**config.mk**
```make
export PLATFORM = sky130hd
export DESIGN_NAME = dls_mac
export DESIGN_NICKNAME = d
export VERILOG_FILES = /design/src/rtl/core/dense_layer_sigmoid_assert.svh /design/src/rtl/core/dls_pkg.sv /design/src/rtl/core/dls_mac.sv
export SDC_FILE = /design/constraint.sdc
export NUM_CORES = 1
export LEC_CHECK = 0
export BUFFER_PORTS_ARGS = -buffer_cell sky130_fd_sc_hd__buf_2
export CAP_MARGIN = 40
export CORE_MARGIN = 5
export CORE_UTILIZATION = 63
export DETAILED_ROUTE_END_ITERATION = 8
export PLACE_DENSITY = 0.83
export SETUP_SLACK_MARGIN = 0.02
export SYNTH_ARGS = -nofsm -noshare
export SYNTH_HDL_FRONTEND = slang
export SYNTH_SLANG_ARGS = --single-unit
```
**constraint.sdc**
```tcl
create_clock -name clk -period 4.9 [get_ports clk]
set_input_delay 0.98 -clock clk [delete_from_list [all_inputs] [get_ports clk]]
set_output_delay 0.98 -clock clk [all_outputs]
set_load 0.02 [all_outputs]
```
**src/rtl/core/dense_layer_sigmoid_assert.svh**
```systemverilog
// Assertion macros for the dense layer block.
// Used by the top level; depends on nothing else.
`ifndef DENSE_LAYER_SIGMOID_ASSERT_SVH
`define DENSE_LAYER_SIGMOID_ASSERT_SVH

// The consequent must hold in the same cycle as the antecedent.
`define DLS_ASSERT_IMP(lbl, ck, rn, ante, cons) \
    lbl: assert property (@(posedge ck) disable iff (!rn) (ante) |-> (cons)) \
        else $error("dense layer assertion failed");

// The consequent must hold in the cycle after the antecedent.
`define DLS_ASSERT_NXT(lbl, ck, rn, ante, cons) \
    lbl: assert property (@(posedge ck) disable iff (!rn) (ante) |=> (cons)) \
        else $error("dense layer assertion failed");

`endif

```
**src/rtl/core/dls_pkg.sv**
```systemverilog
// Shared constants, codes and types of the dense layer block.
// Depends on nothing; used by every module of the block.
`default_nettype none

package dls_pkg;

    localparam int VAL_W  = 16;
    localparam int PROD_W = 32;
    localparam int ACC_W  = 40;
    localparam int SIG_AW = 8;
    localparam int SIG_W  = 16;

    localparam int MAX_NEURONS_DEF = 16;
    localparam int MAX_INPUTS_DEF  = 64;

    localparam logic [6:0] INPUTS_RST  = 7'd64;
    localparam logic [4:0] NEURONS_RST = 5'd16;

    localparam logic [31:0] EXP_STEP = 32'd4162825044;

    localparam logic [1:0] CMD_WEIGHT  = 2'd0;
    localparam logic [1:0] CMD_BIAS    = 2'd1;
    localparam logic [1:0] CMD_FEATURE = 2'd2;

    localparam logic CFG_INPUTS  = 1'b0;
    localparam logic CFG_NEURONS = 1'b1;

    typedef struct packed {
        logic                    vld;
        logic                    use_prod;
        logic signed [VAL_W-1:0] weight;
        logic signed [VAL_W-1:0] feature;
        logic signed [ACC_W-1:0] base;
    } dls_mac_req_t;

    typedef struct packed {
        logic                    vld;
        logic signed [ACC_W-1:0] acc;
    } dls_mac_rsp_t;

endpackage

`default_nettype wire

```
**src/rtl/core/dls_mac.sv**
```systemverilog
// Shared multiply and saturating accumulate unit, one neuron per cycle.
// Registers the product, then adds it to the base with saturation. Uses dls_pkg.
`default_nettype none

module dls_mac (
    input  wire logic                  clk,
    input  wire logic                  rst_n,
    input  wire dls_pkg::dls_mac_req_t req,
    output dls_pkg::dls_mac_rsp_t      rsp
);

    localparam int AW = dls_pkg::ACC_W;

    logic                              vld_reg;
    logic                              use_reg;
    logic signed [dls_pkg::PROD_W-1:0] prod_reg;
    logic signed [AW-1:0]              base_reg;

    logic signed [AW:0] addend;
    logic signed [AW:0] sum;

    always_ff @(posedge clk or negedge rst_n)
    begin
        if (!rst_n)
        begin
            vld_reg <= 1'b0;
        end
        else
        begin
            vld_reg <= req.vld;
        end
    end

    always_ff @(posedge clk)
    begin
        use_reg  <= req.use_prod;
        prod_reg <= req.weight * req.feature;
        base_reg <= req.base;
    end

    always_comb
    begin
        addend = use_reg ? (AW+1)'(prod_reg) : '0;
        sum    = (AW+1)'(base_reg) + addend;
        rsp.vld = vld_reg;
        if (sum[AW] != sum[AW-1])
        begin
            rsp.acc = sum[AW] ? {1'b1, {(AW-1){1'b0}}} : {1'b0, {(AW-1){1'b1}}};
        end
        else
        begin
            rsp.acc = sum[AW-1:0];
        end
    end

endmodule

`default_nettype wire

```
==> results of run 1 <==
## area by class of cell
class / instances / share of cell area
multi-input cells: 1152 / 0.6755
clock inverters: 6 / 0.007798
flip-flops and latches: 74 / 0.08443
well taps: 280 / 0.01985
repair buffers: 318 / 0.1359
inverters: 298 / 0.06352
clock buffers: 10 / 0.01297
## cell families after synthesis
kind of cell             share of synthesized area
buffers and inverters                      0.09441
multiplexers                             0.0007092
flip-flops                                  0.1053
AND/OR/NAND/NOR                             0.1619
AO/OA/AOI/OAI                               0.1115
XOR/XNOR                                   0.04219
adder cells (fa/ha/maj)                     0.4840
## synth_stat cells (2+ instances only)
cell,n,area (um^2)
nor3_1,10,50.05
a211o_1,3,26.28
o31ai_1,5,37.54
o211a_1,2,20.02
o21a_1,8,60.06
inv_1,298,1119
nor2b_1,8,50.05
a211oi_1,8,60.06
nor2_1,53,198.9
o21ai_1,13,65.06
o21bai_1,5,37.54
nand2b_1,11,68.82
ha_1,122,1526
or3_1,3,18.77
nand2_1,163,611.8
a21o_1,26,195.2
o21ai_0,37,185.2
buf_4,2,15.01
a21oi_1,88,440.4
dfxtp_1,73,1461
a21boi_0,7,52.55
o211ai_1,7,52.55
maj3_1,4,40.04
and2_1,163,1020
nand4_1,8,50.05
and3_1,3,18.77
fa_1,263,5265
o31a_1,2,17.52
a31oi_1,9,56.30
xor2_1,20,175.2
and4_1,2,17.52
xnor2_1,48,420.4
nand3_1,8,40.04
a311oi_1,3,26.28
a2111oi_0,2,17.52
clkbuf_1,40,150.1
nor4_1,4,25.02
a21oi_2,2,17.52
buf_2,9,45.04
o22ai_1,4,25.02
or2_2,3,18.77
## layer usage
metal  share of wire  routed length (um)  GRT usage  up-vias
met1            0.36               14880     0.3550     6184
li1                -                   -          -     5484
met2            0.52               21470     0.5283      581
met5               0                   0          0        -
met3           0.072                2928    0.03660      159
met4           0.040                1626    0.08876        0
## path summary, 6_finish.rpt
path                         start            to  slack, ps  cells after the start
min                          rst_n       vld_reg        400                      1
max in group asynchronous    rst_n       vld_reg       4420                      1
min in group clk           req[34]  base_reg[34]        730                      1
max                        req[41]  prod_reg[31]      -1290                     22
## through the flow
| step | cell area [um^2] | setup WS (ps) | cells | hold slack [ps] |
|---|---|---|---|---|
| CTS | 17270 | -1145 | 2125 | 396.7 |
| global route | 17650 | -1472 | 2138 | 393.0 |
| floorplan | 14560 | -1354 | 1576 | 684.4 |
| finish | 17650 | -1286 | 2138 | 397.8 |
| detailed placement | 16440 | -1714 | 2093 | 755.4 |
| global placement | 16440 | -1563 | 2093 | 754.0 |
## repair_timing
action,CTS,global route
resized for setup,108,78
hold buffers,0,0
pin swaps,74,75
setup endpoints to repair,54,63
cloned,0,1
setup buffers,17,17
==> results.yml, run 1 <==
run_status:
  outcome: "complete, but fails checks"
  violations: "setup timing"
grt:
  overflow: 0
  first_global_vias: 12975
  grt_max_degree: 20
  antenna_found_initial: 0
  grt_pass1_wl_um: 60860
  grtUsageTotal: 0.2881
sta:
  hold_viol: 0
  finalSetupViolCount: 22
  rsz0062_at_grt: "yes"
  slew_violations: 0
  worst_pin_slew_ps: 605.2
  fin_tns_setup_ps: -20250
  min_period_ps: 6186
  clock.fmax_mhz: 161.7
  setup_ws_ps: -1286
  maxSlewHeadroom: 0.5955
  period_share: 1.262
job:
  cap_violations: 0
cts:
  htree_levels: 3
  cts-root-buf: "clkbuf_16"
  cts.sinks: 74
  cts.clk_slew.worst_paths_ps: 60
  cts_buffers: 9
  clockBufferDepth: 2
  cts_tree: "built"
detailed_routing:
  wire_per_inst_um: 19.13
  drtIter0Drc: 1051
  dr.pass1.iters: 7
  vias_per_cell: 5.804
  vias: 12408
  antenna_left: 0
  routed_wirelength_um: 40900
  drc: 0
cells_and_area:
  largest_reg_flops: 40
  layout_commonest_cell: "inv_1"
  finalNetCount: 2314
  ff_latch_area_um2: 1490
  syn_to_final_growth_pct: 25.04
  fill_cells: 1247
  num_antenna_cells: 0
  layout_common_cells: "inv_1, fa_1, buf_4"
  multi_input_area_um2: 11920
  drive_gt1_frac: 0.2626
  utilization: 0.8038
placed_design:
  gp_congestion: 0.8995
  place_hpwl_um: 30050
  io_buffers: 116
critical_path:
  crit_top_cell: "fa_1"
  critPathLaunchType: "input pin"
  path_class: "input pin to register"
  cp_data_required_time_ps: 5130
  path_buf_inv: 7
  crit_slowest_cell: "fa_2"
  cpPeakStageDelay_ps: 650
  worstPathArrival_ps: 6420
  cp_max_fo: 7
  crit_chain: "buf_12 -> buf_6 -> nand2_4 -> inv_4 -> buf_4 -> fa_2 -> fa_1 -> fa_1 -> fa_1 -> fa_1 -> inv_1 -> fa_1 -> inv_1 -> ha_4 -> buf_4 -> nand4_1 -> o22ai_2 -> a211o_1 -> a31oi_4 -> o31ai_1 -> a21oi_1 -> xnor2_1"
  end_kind: "register"
  critPathTopFamily: "adder cells"
synthesis:
  avgSynthCellArea_um2: 8.956
  synth-async-reset-ratio: 0.01351
  postSynthNetCount: 2037
  yosys_warnings: 0
  synth_seq_cells: 74
  synth-main-ff-cell: "dfxtp_1"
  netlist_area_um2: 14110
  seq_area_frac_synth: 0.1053
  synth_edf_count: 0
  syn_inst: 1576
  ys_types: 68
floorplan:
  die_x_um: 159.7
  core_um2: 21960
  start_util: 0.6428
  die-area_um2: 25500
  ioPinCount: 117
  die-height_um: 159.7
  num_rows: 54
hold_path:
  hp-class: "input pin to async pin"
Power of run 1 is not shown: default switching activity piles up to over one toggle a cycle in this logic, so the estimate is an artifact.
==> run 2: changes to the inputs <==
--- a/config.mk
+++ b/config.mk
@@ -5,7 +5,7 @@
 export SDC_FILE = /design/constraint.sdc
 export NUM_CORES = 1
 export LEC_CHECK = 0
-export BUFFER_PORTS_ARGS = -buffer_cell sky130_fd_sc_hd__buf_2
+export BUFFER_PORTS_ARGS = -buffer_cell sky130_fd_sc_hd__clkbuf_2
 export CAP_MARGIN = 40
 export CORE_MARGIN = 5
 export CORE_UTILIZATION = 63
==> results.yml, run 2 (same netlist as run 1, synthesis figures left out) <==
detailed_routing:
  vias: 12765
  drtIter0Drc: 1149
  vias_per_cell: 5.962
  routed_wirelength_um: 43280
  antenna_left: 0
  wire_per_inst_um: 20.22
  dr.pass1.iters: 9
  drc: 0
grt:
  antenna_found_initial: 0
  grt_pass1_wl_um: 64460
  grtUsageTotal: 0.3052
  overflow: 0
  grt_max_degree: 36
  first_global_vias: 13622
floorplan:
  ioPinCount: 117
  die-height_um: 159.7
  die_x_um: 159.7
  num_rows: 54
  die-area_um2: 25500
  core_um2: 21960
  start_util: 0.6428
sta:
  finalSetupViolCount: 23
  clock.fmax_mhz: 158.2
  slew_violations: 0
  fin_tns_setup_ps: -22450
  worst_pin_slew_ps: 610.5
  min_period_ps: 6320
  setup_ws_ps: -1420
  hold_viol: 0
  maxSlewHeadroom: 0.5919
  period_share: 1.290
  rsz0062_at_grt: "yes"
critical_path:
  worstPathArrival_ps: 6560
  critPathLaunchType: "input pin"
  end_kind: "register"
  path_class: "input pin to register"
  cp_data_required_time_ps: 5140
  cp_max_fo: 6
placed_design:
  gp_congestion: 0.9208
  io_buffers: 116
  place_hpwl_um: 30330
  post-place-ws_ps: -1668
run_status:
  violations: "setup timing"
  outcome: "complete, but fails checks"
cells_and_area:
  syn_to_final_growth_pct: 25.21
  finalNetCount: 2317
  fill_cells: 1240
  num_antenna_cells: 0
  drive_gt1_frac: 0.2697
  layout_commonest_cell: "inv_1"
  layout_common_cells: "inv_1, fa_1, buf_4"
  largest_reg_flops: 40
hold_path:
  hp-class: "input pin to async pin"
job:
  cap_violations: 0
cts:
  cts.clk_slew.worst_paths_ps: 60
  cts_tree: "built"
  clockBufferDepth: 2
  cts-root-buf: "clkbuf_16"
  cts.sinks: 74
  cts_buffers: 9
  htree_levels: 3
run 2: cell count changes in the layout (fill, tap and decap cells not counted), sizes merged:
cell / before / now
clkinv: 1 / 2
buf: 315 / 213
bufinv: 4 / 0
clkinvlp: 0 / 2
inv: 299 / 300
clkbuf: 13 / 118
run 2: path summary, 6_finish.rpt:
kind                         start            to  slack (ps)  depth (start not counted)
max                        req[68]  prod_reg[31]       -1420                         22
min                          rst_n       vld_reg         400                          1
max in group asynchronous    rst_n       vld_reg        4420                          1
min in group clk           req[32]  base_reg[32]         720                          1
run 2: stage by stage:
stage / util / instance area, um^2 / hold slack (ps) / cells
2_1_floorplan: - / 14560 / 684.4 / 1576
3_3_place_gp: 0.7459 / 16380 / 754.4 / 2086
3_5_place_dp: 0.7459 / 16380 / 757.3 / 2086
4_1_cts: 0.7824 / 17180 / 398.6 / 2120
5_1_grt: 0.8048 / 17670 / 399.1 / 2141
6_report: 0.8048 / 17670 / 398.7 / 2141
run 2: cell type report:
cell class | count | area [um^2] | share of cell area
clock buffer | 10 | 229.0 | 0.01296
clock inverter | 6 | 50.05 | 0.002832
inverter | 298 | 1119 | 0.06329
multi-input combinational | 1152 | 11960 | 0.6766
sequential | 74 | 1490 | 0.08432
tap | 280 | 350.3 | 0.01982
timing repair buffer | 321 | 2477 | 0.1402
run 2: metal layers:
metal | vias to the layer above | wire length [um] | track usage
met4 | 0 | 2878 | 0.1310
met5 | - | 0 | 0
met1 | 6200 | 15060 | 0.3589
li1 | 5487 | - | -
met3 | 297 | 3334 | 0.04227
met2 | 781 | 22010 | 0.5582
run 2: repair_timing:
action | 4_1_cts | 5_1_grt
endpoints found under the hold margin | 0 | 0
gates resized for setup | 102 | 116
setup endpoints to repair | 58 | 61
buffers inserted | 20 | 23
pin swaps | 55 | 72
hold buffers | 0 | 0
run 2: critical path, stage by stage:
cell      delay (ps)
clkbuf_2         200
nand2_1          130
fa_1             630
fa_2             460
fa_2             360
fa_1             560
inv_2             60
fa_1             570
inv_2             40
fa_1             490
inv_2             50
ha_4             220
and2_4           160
a221o_1          320
a31oi_2          190
o21ai_2          130
a211o_1          330
a31oi_4          230
buf_4            150
o31ai_4           50
a21oi_2          170
xnor2_1           90
Power of run 2 is left out for the same reason.
